File: config.mk
export PLATFORM = sky130hd
export DESIGN_NAME = sprite_rect_clipper_unit
export DESIGN_NICKNAME = d
export VERILOG_FILES = /design/src/hdl/srcl_pkg.sv /design/src/hdl/srcl_front.sv /design/src/hdl/srcl_fifo.sv /design/src/hdl/srcl_scale.sv /design/src/hdl/srcl_back.sv /design/src/hdl/sprite_rect_clipper_unit.sv
export SDC_FILE = /design/constraint.sdc
export NUM_CORES = 2
export LEC_CHECK = 0
export BUFFER_PORTS_ARGS = -buffer_cell sky130_fd_sc_hd__buf_2
export CELL_PAD_IN_SITES_DETAIL_PLACEMENT = 1
export CELL_PAD_IN_SITES_GLOBAL_PLACEMENT = 1
export CORE_MARGIN = 4
export CORE_UTILIZATION = 30
export CTS_CLUSTER_DIAMETER = 50
export DETAILED_ROUTE_END_ITERATION = 16
export GPL_ROUTABILITY_DRIVEN = 0
export PLACE_DENSITY_LB_ADDON = 0.12
export REMOVE_ABC_BUFFERS = 1
export SETUP_SLACK_MARGIN = 0.5
export SLEW_MARGIN = 5
export SYNTH_ARGS = -nofsm -noshare
export SYNTH_HDL_FRONTEND = slang
export SYNTH_SLANG_ARGS = --single-unit
File: constraint.sdc
create_clock -name clk -period 14.45 [get_ports clk]
set_input_delay 1.445 -clock clk [delete_from_list [all_inputs] [get_ports clk]]
set_output_delay 1.445 -clock clk [all_outputs]
set_load 0.02 [all_outputs]
File: src/hdl/srcl_pkg.sv
package srcl_pkg;

  localparam int COORD_BITS_DEF = 16;
  localparam int FIFO_DEPTH_DEF = 2;

  localparam int CLIP_W = 15;
  localparam logic [CLIP_W-1:0] CLIP_MAX = 15'h7fff;

  // Configuration register indexes.
  localparam logic [1:0] CFG_ORIGIN_X = 2'd0;
  localparam logic [1:0] CFG_ORIGIN_Y = 2'd1;
  localparam logic [1:0] CFG_WIDTH    = 2'd2;
  localparam logic [1:0] CFG_HEIGHT   = 2'd3;

  typedef struct packed {
    logic [15:0]       origin_x;
    logic [15:0]       origin_y;
    logic [CLIP_W-1:0] width;
    logic [CLIP_W-1:0] height;
  } cfg_t;

  // One classified axis word, passed from the front end to the back end.
  typedef struct packed {
    logic              axis;
    logic              ok;
    logic              bypass;
    logic [15:0]       scr;
    logic [CLIP_W-1:0] dx;
    logic [CLIP_W-1:0] dw;
    logic [CLIP_W-1:0] bsize;
    logic [CLIP_W-1:0] gsize;
  } entry_t;

  typedef struct packed {
    logic              visible;
    logic [15:0]       screen_x;
    logic [15:0]       screen_y;
    logic [CLIP_W-1:0] dst_x;
    logic [CLIP_W-1:0] dst_y;
    logic [CLIP_W-1:0] dst_w;
    logic [CLIP_W-1:0] dst_h;
    logic [CLIP_W-1:0] src_x;
    logic [CLIP_W-1:0] src_y;
    logic [CLIP_W-1:0] src_w;
    logic [CLIP_W-1:0] src_h;
  } result_t;

endpackage

File: src/hdl/srcl_front.sv
module srcl_front #(
  parameter int COORD_BITS = srcl_pkg::COORD_BITS_DEF
) (
  input  logic                clk,
  input  logic                rst_n,
  input  logic                in_valid,
  output logic                in_ready,
  input  logic                in_axis,
  input  logic                in_sprite_active,
  input  logic signed [15:0]  in_dest_pos,
  input  logic signed [15:0]  in_box_pos,
  input  logic [14:0]         in_box_size,
  input  logic signed [15:0]  in_anchor_offset,
  input  logic [14:0]         in_clip_pos,
  input  logic [14:0]         in_clip_size,
  input  logic [14:0]         in_graphic_size,
  input  srcl_pkg::cfg_t      cfg,
  output logic                push_valid,
  input  logic                push_ready,
  output srcl_pkg::entry_t    push_data
);
  import srcl_pkg::*;

  localparam int SUM_W = 19;
  localparam int EXT_W = ((COORD_BITS > SUM_W) ? COORD_BITS : SUM_W) + 1;

  logic                s1_valid_r;
  logic                s1_valid_nxt;
  logic                s1_axis_r;
  logic                s1_active_r;
  logic signed [17:0]  s1_start_r;
  logic signed [18:0]  s1_end_r;
  logic [14:0]         s1_bsize_r;
  logic [14:0]         s1_cpos_r;
  logic [14:0]         s1_csize_r;
  logic [14:0]         s1_gsize_r;

  logic signed [17:0]  start_in;
  logic signed [18:0]  end_in;
  logic                accept;

  logic [14:0]         win;
  logic signed [15:0]  origin;
  logic                win_zero;
  logic                reject;
  logic                neg;
  logic signed [17:0]  start_c;
  logic signed [18:0]  dpos;
  logic [14:0]         dx_clip;
  logic signed [18:0]  end_c;
  logic signed [18:0]  width_c;
  logic signed [17:0]  scr_base;
  logic signed [SUM_W-1:0] scr_sum;
  logic signed [EXT_W-1:0] sum_ext;
  logic signed [EXT_W-1:0] coord_hi;
  logic signed [EXT_W-1:0] coord_lo;
  logic signed [EXT_W-1:0] scr_sat;

  assign start_in = 18'(in_dest_pos) - 18'(in_box_pos) - 18'(in_anchor_offset);
  assign end_in   = 19'(start_in) + $signed({4'b0000, in_box_size});

  assign in_ready   = !s1_valid_r || push_ready;
  assign accept     = in_valid && in_ready;
  assign push_valid = s1_valid_r;

  always_comb begin
    s1_valid_nxt = s1_valid_r;
    if (accept) begin
      s1_valid_nxt = 1'b1;
    end else if (push_ready) begin
      s1_valid_nxt = 1'b0;
    end
  end

  always_ff @(posedge clk) begin
    if (!rst_n) begin
      s1_valid_r <= 1'b0;
    end else begin
      s1_valid_r <= s1_valid_nxt;
    end
  end

  always_ff @(posedge clk) begin
    if (accept) begin
      s1_axis_r   <= in_axis;
      s1_active_r <= in_sprite_active;
      s1_start_r  <= start_in;
      s1_end_r    <= end_in;
      s1_bsize_r  <= in_box_size;
      s1_cpos_r   <= in_clip_pos;
      s1_csize_r  <= in_clip_size;
      s1_gsize_r  <= in_graphic_size;
    end
  end

  // Clip against the window of the word's axis.
  assign win      = s1_axis_r ? cfg.height : cfg.width;
  assign origin   = s1_axis_r ? $signed(cfg.origin_y) : $signed(cfg.origin_x);
  assign win_zero = (win == '0);
  assign reject   = (s1_start_r > $signed({3'b000, win})) || (s1_end_r < 19'sd0);
  assign neg      = s1_start_r < 18'sd0;
  assign start_c  = neg ? 18'sd0 : s1_start_r;

  // A start left of the window moves into the destination clip position.
  assign dpos    = $signed({4'b0000, s1_cpos_r}) - 19'(s1_start_r);
  assign dx_clip = !neg ? s1_cpos_r :
                   ((dpos > 19'sd32767) ? CLIP_MAX : dpos[14:0]);

  assign end_c   = (s1_end_r > $signed({4'b0000, win})) ? $signed({4'b0000, win}) : s1_end_r;
  assign width_c = end_c - 19'(start_c);

  assign scr_base = win_zero ? s1_start_r : start_c;
  assign scr_sum  = SUM_W'(scr_base) + SUM_W'(origin);
  assign sum_ext  = EXT_W'(scr_sum);
  assign coord_hi = $signed({{(EXT_W-COORD_BITS+1){1'b0}}, {(COORD_BITS-1){1'b1}}});
  assign coord_lo = ~coord_hi;
  assign scr_sat  = (sum_ext > coord_hi) ? coord_hi :
                    ((sum_ext < coord_lo) ? coord_lo : sum_ext);

  always_comb begin
    push_data        = '0;
    push_data.axis   = s1_axis_r;
    push_data.ok     = (win_zero || !reject) && s1_active_r;
    push_data.bypass = win_zero;
    push_data.scr    = scr_sat[15:0];
    push_data.dx     = win_zero ? s1_cpos_r : dx_clip;
    push_data.dw     = win_zero ? s1_csize_r : width_c[14:0];
    push_data.bsize  = s1_bsize_r;
    push_data.gsize  = s1_gsize_r;
  end

endmodule

File: src/hdl/srcl_fifo.sv
module srcl_fifo #(
  parameter int DEPTH = srcl_pkg::FIFO_DEPTH_DEF
) (
  input  logic             clk,
  input  logic             rst_n,
  input  logic             wr_valid,
  output logic             wr_ready,
  input  srcl_pkg::entry_t wr_data,
  output logic             rd_valid,
  input  logic             rd_ready,
  output srcl_pkg::entry_t rd_data
);
  import srcl_pkg::*;

  localparam int PW = (DEPTH > 1) ? $clog2(DEPTH) : 1;
  localparam int CW = $clog2(DEPTH + 1);

  entry_t          mem_r [DEPTH];
  logic [PW-1:0]   wr_ptr_r;
  logic [PW-1:0]   rd_ptr_r;
  logic [CW-1:0]   count_r;
  logic            push;
  logic            pop;

  assign wr_ready = (count_r != CW'(DEPTH));
  assign rd_valid = (count_r != '0);
  assign rd_data  = mem_r[rd_ptr_r];
  assign push     = wr_valid && wr_ready;
  assign pop      = rd_valid && rd_ready;

  always_ff @(posedge clk) begin
    if (push) begin
      mem_r[wr_ptr_r] <= wr_data;
    end
  end

  always_ff @(posedge clk) begin
    if (!rst_n) begin
      wr_ptr_r <= '0;
      rd_ptr_r <= '0;
      count_r  <= '0;
    end else begin
      if (push) begin
        wr_ptr_r <= (wr_ptr_r == PW'(DEPTH - 1)) ? '0 : wr_ptr_r + 1'b1;
      end
      if (pop) begin
        rd_ptr_r <= (rd_ptr_r == PW'(DEPTH - 1)) ? '0 : rd_ptr_r + 1'b1;
      end
      case ({push, pop})
        2'b10: count_r <= count_r + 1'b1;
        2'b01: count_r <= count_r - 1'b1;
        default: count_r <= count_r;
      endcase
    end
  end

endmodule

File: src/hdl/srcl_scale.sv
module srcl_scale (
  input  logic        clk,
  input  logic        rst_n,
  input  logic        start,
  input  logic [14:0] gsize,
  input  logic [14:0] val,
  input  logic [14:0] bsize,
  output logic        busy,
  output logic [14:0] quo
);
  import srcl_pkg::*;

  typedef enum logic [3:0] {
    SC_IDLE = 4'b0001,
    SC_MUL  = 4'b0010,
    SC_CHK  = 4'b0100,
    SC_DIV  = 4'b1000
  } scale_state_t;

  scale_state_t state_r, state_nxt;
  logic [14:0]  gsize_r;
  logic [14:0]  val_r;
  logic [14:0]  bsize_r;
  logic [29:0]  prod_r, prod_nxt;
  logic [14:0]  rem_r, rem_nxt;
  logic [14:0]  quo_r, quo_nxt;
  logic [3:0]   cnt_r, cnt_nxt;

  logic [15:0]  trial;
  logic [15:0]  diff;
  logic         fits;

  assign trial = {rem_r, prod_r[14]};
  assign diff  = trial - {1'b0, bsize_r};
  assign fits  = trial >= {1'b0, bsize_r};
  assign busy  = (state_r != SC_IDLE);
  assign quo   = quo_r;

  always_comb begin
    state_nxt = state_r;
    prod_nxt  = prod_r;
    rem_nxt   = rem_r;
    quo_nxt   = quo_r;
    cnt_nxt   = cnt_r;
    case (state_r)
      SC_IDLE: begin
        if (start) begin
          state_nxt = SC_MUL;
        end
      end
      SC_MUL: begin
        prod_nxt  = 30'(gsize_r) * 30'(val_r);
        state_nxt = SC_CHK;
      end
      SC_CHK: begin
        // A quotient of 2^15 or more saturates without dividing.
        if (prod_r[29:15] >= bsize_r) begin
          quo_nxt   = CLIP_MAX;
          state_nxt = SC_IDLE;
        end else begin
          rem_nxt   = prod_r[29:15];
          quo_nxt   = '0;
          cnt_nxt   = 4'(CLIP_W - 1);
          state_nxt = SC_DIV;
        end
      end
      SC_DIV: begin
        rem_nxt  = fits ? diff[14:0] : trial[14:0];
        quo_nxt  = {quo_r[13:0], fits};
        prod_nxt = {prod_r[28:0], 1'b0};
        cnt_nxt  = cnt_r - 1'b1;
        if (cnt_r == '0) begin
          state_nxt = SC_IDLE;
        end
      end
      default: begin
        state_nxt = SC_IDLE;
      end
    endcase
  end

  always_ff @(posedge clk) begin
    if (!rst_n) begin
      state_r <= SC_IDLE;
    end else begin
      state_r <= state_nxt;
    end
  end

  always_ff @(posedge clk) begin
    if (state_r == SC_IDLE && start) begin
      gsize_r <= gsize;
      val_r   <= val;
      bsize_r <= bsize;
    end
    prod_r <= prod_nxt;
    rem_r  <= rem_nxt;
    quo_r  <= quo_nxt;
    cnt_r  <= cnt_nxt;
  end

endmodule

File: src/hdl/srcl_back.sv
module srcl_back (
  input  logic              clk,
  input  logic              rst_n,
  input  logic              ent_valid,
  output logic              ent_ready,
  input  srcl_pkg::entry_t  ent,
  output logic              out_valid,
  input  logic              out_ready,
  output srcl_pkg::result_t res
);
  import srcl_pkg::*;

  typedef enum logic [2:0] {
    B_IDLE = 3'b001,
    B_WAIT = 3'b010,
    B_FIN  = 3'b100
  } back_state_t;

  back_state_t state_r, state_nxt;
  entry_t      cur_r;
  logic        held_ok_r;
  logic [15:0] held_scr_r;
  logic [14:0] held_dx_r;
  logic [14:0] held_dw_r;
  logic [14:0] held_sx_r;
  logic [14:0] held_sw_r;
  logic        out_valid_r, out_valid_nxt;
  result_t     res_r, res_nxt;

  logic        need_div_in;
  logic        need_div_cur;
  logic        start;
  logic        busy_x, busy_w;
  logic [14:0] quo_x, quo_w;
  logic [14:0] sx, sw;
  logic        out_free;
  logic        fin_x;
  logic        fin_y;

  assign need_div_in  = ent.ok && !ent.bypass && (ent.bsize != '0);
  assign need_div_cur = cur_r.ok && !cur_r.bypass && (cur_r.bsize != '0);
  assign ent_ready    = (state_r == B_IDLE);
  assign start        = (state_r == B_IDLE) && ent_valid && need_div_in;

  srcl_scale u_scale_pos (
    .clk   (clk),
    .rst_n (rst_n),
    .start (start),
    .gsize (ent.gsize),
    .val   (ent.dx),
    .bsize (ent.bsize),
    .busy  (busy_x),
    .quo   (quo_x)
  );

  srcl_scale u_scale_ext (
    .clk   (clk),
    .rst_n (rst_n),
    .start (start),
    .gsize (ent.gsize),
    .val   (ent.dw),
    .bsize (ent.bsize),
    .busy  (busy_w),
    .quo   (quo_w)
  );

  // A pass-through axis keeps its clip as the source clip.
  assign sx = need_div_cur ? quo_x : ((cur_r.ok && cur_r.bypass) ? cur_r.dx : '0);
  assign sw = need_div_cur ? quo_w : ((cur_r.ok && cur_r.bypass) ? cur_r.dw : '0);

  assign out_free = !out_valid_r || out_ready;
  assign fin_x    = (state_r == B_FIN) && !cur_r.axis;
  assign fin_y    = (state_r == B_FIN) && cur_r.axis && out_free;

  always_comb begin
    state_nxt = state_r;
    case (state_r)
      B_IDLE: begin
        if (ent_valid) begin
          state_nxt = need_div_in ? B_WAIT : B_FIN;
        end
      end
      B_WAIT: begin
        if (!busy_x && !busy_w) begin
          state_nxt = B_FIN;
        end
      end
      B_FIN: begin
        if (fin_x || fin_y) begin
          state_nxt = B_IDLE;
        end
      end
      default: begin
        state_nxt = B_IDLE;
      end
    endcase
  end

  always_comb begin
    res_nxt = '0;
    if (cur_r.ok && held_ok_r) begin
      res_nxt.visible  = 1'b1;
      res_nxt.screen_x = held_scr_r;
      res_nxt.screen_y = cur_r.scr;
      res_nxt.dst_x    = held_dx_r;
      res_nxt.dst_y    = cur_r.dx;
      res_nxt.dst_w    = held_dw_r;
      res_nxt.dst_h    = cur_r.dw;
      res_nxt.src_x    = held_sx_r;
      res_nxt.src_y    = sx;
      res_nxt.src_w    = held_sw_r;
      res_nxt.src_h    = sw;
    end
  end

  always_comb begin
    out_valid_nxt = out_valid_r;
    if (fin_y) begin
      out_valid_nxt = 1'b1;
    end else if (out_ready) begin
      out_valid_nxt = 1'b0;
    end
  end

  always_ff @(posedge clk) begin
    if (!rst_n) begin
      state_r     <= B_IDLE;
      held_ok_r   <= 1'b0;
      out_valid_r <= 1'b0;
    end else begin
      state_r     <= state_nxt;
      out_valid_r <= out_valid_nxt;
      if (fin_x) begin
        held_ok_r <= cur_r.ok;
      end
    end
  end

  always_ff @(posedge clk) begin
    if (state_r == B_IDLE && ent_valid) begin
      cur_r <= ent;
    end
    if (fin_x) begin
      held_scr_r <= cur_r.scr;
      held_dx_r  <= cur_r.dx;
      held_dw_r  <= cur_r.dw;
      held_sx_r  <= sx;
      held_sw_r  <= sw;
    end
    if (fin_y) begin
      res_r <= res_nxt;
    end
  end

  assign out_valid = out_valid_r;
  assign res       = res_r;

endmodule

File: src/hdl/sprite_rect_clipper_unit.sv
// Output: a vertical word raises out_valid once its result is done, sooner when both quotients
// saturate or when no scaling is needed.
// Flow: the back end takes a new word only after it has finished the last one; it scales with two
// 15-step dividers side by side, and a waiting result word stalls it further.
// Reset: synchronous, active low; clears the window registers to zero, the queue, the ok flag
// of the held horizontal result and the output valid register.
module sprite_rect_clipper_unit #(
  parameter int COORD_BITS = srcl_pkg::COORD_BITS_DEF,
  parameter int FIFO_DEPTH = srcl_pkg::FIFO_DEPTH_DEF
) (
  input  logic               clk,
  input  logic               rst_n,

  input  logic               cfg_valid,
  output logic               cfg_ready,
  input  logic [1:0]         cfg_index,
  input  logic [15:0]        cfg_data,

  input  logic               in_valid,
  output logic               in_ready,
  input  logic               in_axis,
  input  logic               in_sprite_active,
  input  logic signed [15:0] in_dest_pos,
  input  logic signed [15:0] in_box_pos,
  input  logic [14:0]        in_box_size,
  input  logic signed [15:0] in_anchor_offset,
  input  logic [14:0]        in_clip_pos,
  input  logic [14:0]        in_clip_size,
  input  logic [14:0]        in_graphic_size,

  output logic               out_valid,
  input  logic               out_ready,
  output logic               out_visible,
  output logic signed [15:0] out_screen_x,
  output logic signed [15:0] out_screen_y,
  output logic [14:0]        out_dst_clip_x,
  output logic [14:0]        out_dst_clip_y,
  output logic [14:0]        out_dst_clip_w,
  output logic [14:0]        out_dst_clip_h,
  output logic [14:0]        out_src_clip_x,
  output logic [14:0]        out_src_clip_y,
  output logic [14:0]        out_src_clip_w,
  output logic [14:0]        out_src_clip_h
);
  import srcl_pkg::*;

  cfg_t    cfg_r;
  entry_t  push_data;
  entry_t  pop_data;
  logic    push_valid;
  logic    push_ready;
  logic    pop_valid;
  logic    pop_ready;
  result_t res;

  assign cfg_ready = 1'b1;

  always_ff @(posedge clk) begin
    if (!rst_n) begin
      cfg_r <= '0;
    end else if (cfg_valid && cfg_ready) begin
      case (cfg_index)
        CFG_ORIGIN_X: cfg_r.origin_x <= cfg_data;
        CFG_ORIGIN_Y: cfg_r.origin_y <= cfg_data;
        CFG_WIDTH:    cfg_r.width    <= cfg_data[14:0];
        CFG_HEIGHT:   cfg_r.height   <= cfg_data[14:0];
        default:      cfg_r          <= cfg_r;
      endcase
    end
  end

  srcl_front #(
    .COORD_BITS (COORD_BITS)
  ) u_front (
    .clk              (clk),
    .rst_n            (rst_n),
    .in_valid         (in_valid),
    .in_ready         (in_ready),
    .in_axis          (in_axis),
    .in_sprite_active (in_sprite_active),
    .in_dest_pos      (in_dest_pos),
    .in_box_pos       (in_box_pos),
    .in_box_size      (in_box_size),
    .in_anchor_offset (in_anchor_offset),
    .in_clip_pos      (in_clip_pos),
    .in_clip_size     (in_clip_size),
    .in_graphic_size  (in_graphic_size),
    .cfg              (cfg_r),
    .push_valid       (push_valid),
    .push_ready       (push_ready),
    .push_data        (push_data)
  );

  srcl_fifo #(
    .DEPTH (FIFO_DEPTH)
  ) u_fifo (
    .clk      (clk),
    .rst_n    (rst_n),
    .wr_valid (push_valid),
    .wr_ready (push_ready),
    .wr_data  (push_data),
    .rd_valid (pop_valid),
    .rd_ready (pop_ready),
    .rd_data  (pop_data)
  );

  srcl_back u_back (
    .clk       (clk),
    .rst_n     (rst_n),
    .ent_valid (pop_valid),
    .ent_ready (pop_ready),
    .ent       (pop_data),
    .out_valid (out_valid),
    .out_ready (out_ready),
    .res       (res)
  );

  assign out_visible    = res.visible;
  assign out_screen_x   = res.screen_x;
  assign out_screen_y   = res.screen_y;
  assign out_dst_clip_x = res.dst_x;
  assign out_dst_clip_y = res.dst_y;
  assign out_dst_clip_w = res.dst_w;
  assign out_dst_clip_h = res.dst_h;
  assign out_src_clip_x = res.src_x;
  assign out_src_clip_y = res.src_y;
  assign out_src_clip_w = res.src_w;
  assign out_src_clip_h = res.src_h;

endmodule
==> impl_results.rst <==
.. list-table::
   :header-rows: 1

   * - Metric
     - Value
   * - Cells resized by post-CTS repair
     - 0
   * - Most frequently used flop master after synthesis
     - edfxtp_1
   * - Post-CTS clock slew at the launch and capture registers of the worst setup and hold paths
     - 0.06 ns
   * - Router iterations before antenna repair
     - 4
   * - CP dominant cell by count
     - fa_1
   * - Signed area change from the synthesized netlist to the final layout
     - 15.5%
   * - Critical Path, Cell by Cell
     - and2_1 > fa_1 > inv_1 > fa_1 > inv_1 > fa_1 > ha_1 > fa_1 > inv_1 > fa_1 > inv_1 > ha_1 > a211oi_1 > o211ai_1 > a31oi_1 > o21bai_1 > a21oi_1 > o22ai_1 > o41ai_1 > or4b_2 > nand3_1
   * - First-pass GRT wire length
     - 245 mm
   * - Required time worst endpoint
     - 14.94 ns
   * - Post-synth cell types
     - 76
   * - Total global-route track usage
     - 17.4%
   * - Setup repair after global routing missed its margin
     - no
   * - Post-synth ARST share
     - 0%
   * - Area taken by flip-flops and latches
     - 24700 sq um
   * - Width of the die
     - 428 um
   * - Pin count of the biggest net entering global routing
     - 103
   * - Initial core utilization
     - 30.3%
   * - Clk sink count
     - 849
   * - Port Buffer Count
     - 287
   * - Number of buffers inserted to repair setup after CTS
     - 0
   * - Sequential cell area fraction in the yosys report
     - 46.6%
   * - Post-Syn Instances
     - 4599
   * - Clock buffer count from CTS
     - 118
   * - Remaining global-route overflow
     - 0
   * - Die Y
     - 428 um
   * - Detail-routed net length per standard cell
     - 21.9 um
   * - Count of state elements after synthesis
     - 849
   * - Peak per-stage delay on the critical path
     - 0.64 ns
   * - H-tree levels
     - 3
   * - Leading cell type in the layout, fill and taps excluded
     - edfxtp_1
   * - Number of remaining DRC errors
     - 0
   * - Number of pins exceeding their max-slew limit in the final report
     - 0
   * - Critical path class
     - flop to flop
   * - Via count normalized by instance count
     - 4.73
   * - Max Cap Violations
     - 0
   * - Highest-count cells in the layout ignoring fill and taps
     - edfxtp_1 (768), inv_1 (521), nand2_1 (494)
   * - Signal arrival time at the worst endpoint
     - 7.39 ns
   * - Mean instance size in the synthesized netlist
     - 11.5 sq um
   * - Number of buffer and inverter stages on the critical path
     - 4
   * - Synthesis Warnings
     - 0
   * - Library cell used as clock root buffer
     - clkbuf_16
   * - Endpoint class of the critical path
     - flop
   * - Worst-case clock skew
     - 0.0773 ns
   * - Final critical path time including I/O delays and setup
     - 6.90 ns
   * - Routed via count
     - 34600
   * - Run status
     - completed
   * - Critical path's slowest cell
     - edfxtp_1
   * - Number of flops mapped to enable cells by yosys
     - 768
   * - Boundary Pins
     - 289
   * - Number of hold violations in the final report
     - 0
   * - Peak clock frequency supported by timing
     - 145 MHz
   * - Die footprint
     - 183000 sq um
   * - Kind of path behind the tightest hold check
     - flop to flop
   * - Clock tree from TritonCTS
     - done
   * - Total negative slack
     - 0 ns
   * - Maximum fanout encountered on the critical timing path
     - 15
   * - Max Buffers Root-to-Sink
     - 3
   * - Worst slew margin relative to its limit
     - 22.4%
   * - Fraction of layout cells with a size suffix above 1
     - 13.3%
   * - Worst-margin pin slew
     - 1.16 ns
   * - Standard-cell row count
     - 153
   * - Via count of the first global-routing pass
     - 37500
   * - Count of antenna-violating nets left after detailed routing
     - 0
   * - Latest clock arrival within the worst-skew pair
     - 0.77 ns
   * - Largest delay share family, worst path
     - adder cells
   * - Net count of the finished layout
     - 5719
   * - Standard cell core area
     - 175000 sq um
   * - Area of the multi-input gates
     - 25800 sq um
   * - Final clock period utilization by the worst path
     - 47.7%
   * - Type of origin of the critical path
     - flop
   * - Number of endpoints failing setup at the final stage
     - 0
   * - DP HPWL
     - 121 mm
   * - Detailed-route wire length
     - 160 mm
   * - DRC marker count from the first detailed-route iteration
     - 1763
   * - Hold-fix buffer count after cts
     - 0
   * - Filler cell count
     - 19000
   * - Summed instance area of the synthesized netlist
     - 53000 sq um
   * - Tightest hold margin
     - 0.445 ns
   * - Number of antenna violations at the first check in global routing
     - 25
[cells in the mapped netlist (17+ instances only)]
master / count / area, sq um
nand2_1: 496 / 1860
a22o_1: 31 / 272
a211oi_1: 27 / 203
and2_1: 315 / 1970
a21boi_0: 72 / 541
a21o_1: 79 / 593
ha_1: 362 / 4530
mux2_2: 98 / 1100
nand2b_1: 33 / 206
dfxtp_1: 81 / 1620
nor2b_1: 23 / 144
nand4_1: 17 / 106
nor3_1: 35 / 175
edfxtp_1: 768 / 23100
xnor2_1: 84 / 736
xor2_1: 55 / 482
a31oi_1: 17 / 106
o21a_1: 32 / 240
nand3_1: 31 / 155
clkbuf_1: 166 / 623
inv_1: 521 / 1960
and3_1: 138 / 863
a21oi_1: 149 / 746
o21ai_0: 138 / 691
fa_1: 356 / 7130
mux2i_1: 40 / 400
nor2_1: 231 / 867
[cell type report]
type                            instances  area share (%)
Multi-Input combinational cell       3050            42.1
Sequential cell                       849            40.3
Clock buffer                          134            4.94
Tap cell                             2325            4.75
Inverter                              521            3.20
Timing Repair Buffer                  328            2.86
Clock inverter                         92            1.76
Antenna cell                            6          0.0245
[registers in the layout, indices dropped and copies added (netlist names), 18 cells and up, named ones only]
register,cells
u_front.s1_start_r,18
u_back.res,153
u_front.s1_end_r,19
u_back.cur_r,64
cfg_r,62
u_fifo.mem_r,158
u_back.u_scale_pos.prod_r,30
u_back.u_scale_ext.prod_r,30
[path summary, 6_finish.rpt]
kind / from / to / slack (ns) / cells past startpoint
worst max-delay path: u_back.u_scale_ext.gsize_r[9] / u_back.u_scale_ext.prod_r[28] / 7.55 / 21
worst min-delay path: u_front.s1_bsize_r[2] / u_fifo.mem_r[1][17] / 0.45 / 0
worst max register to register: u_back.u_scale_ext.gsize_r[9] / u_back.u_scale_ext.prod_r[28] / 7.55 / 21
worst min register to register: u_front.s1_bsize_r[2] / u_fifo.mem_r[1][17] / 0.45 / 0
[worst reg2reg max path, stage by stage (launching register included)]
cell      delay [ns]
edfxtp_1        0.64
and2_1          0.32
fa_1            0.54
inv_1           0.06
fa_1            0.53
inv_1           0.06
fa_1            0.46
ha_1            0.33
fa_1            0.56
inv_1           0.07
fa_1            0.55
inv_1           0.05
ha_1            0.32
a211oi_1        0.34
o211ai_1        0.15
a31oi_1         0.23
o21bai_1        0.17
a21oi_1         0.46
o22ai_1         0.20
o41ai_1         0.40
or4b_2          0.20
nand3_1         0.06
[logic make-up (layout without fill, tap and decap cells)]
family | Yosys count | count (layout) | share of synthesized area (%)
mux | 138 | 138 | 2.84
compound gates | 676 | 676 | 8.49
other cells | 1 | 7 | 0.00708
xor+xnor | 139 | 139 | 2.30
fa+ha+maj | 718 | 718 | 22.0
buf+inv | 700 | 1075 | 4.98
simple gates | 1378 | 1378 | 12.8
flops | 849 | 849 | 46.6
[through the flow]
stage | util [%] | instance area (sq um) | instances | setup slack [ns]
6_report | 35.0 | 61200 | 7305 | 7.55
5_1_grt | 35.0 | 61200 | 7301 | 7.06
4_1_cts | 35.0 | 61200 | 7299 | 7.53
3_5_place_dp | 32.7 | 57100 | 7073 | 7.49
3_3_place_gp | 32.7 | 57100 | 7072 | 7.60
2_1_floorplan | - | 52300 | 4420 | 3.93
[metal layers]
metal	wire length [um]	GRT usage, %	vias up
li1	-	-	16300
met4	3520	4.22	2
met3	3930	1.95	188
met5	13	0	-
met1	74600	23.5	17600
met2	78000	29.9	406
Power is left out: the tool's default activity adds up to more than one toggle a clock period on the data nets, which glitch-free logic cannot reach.
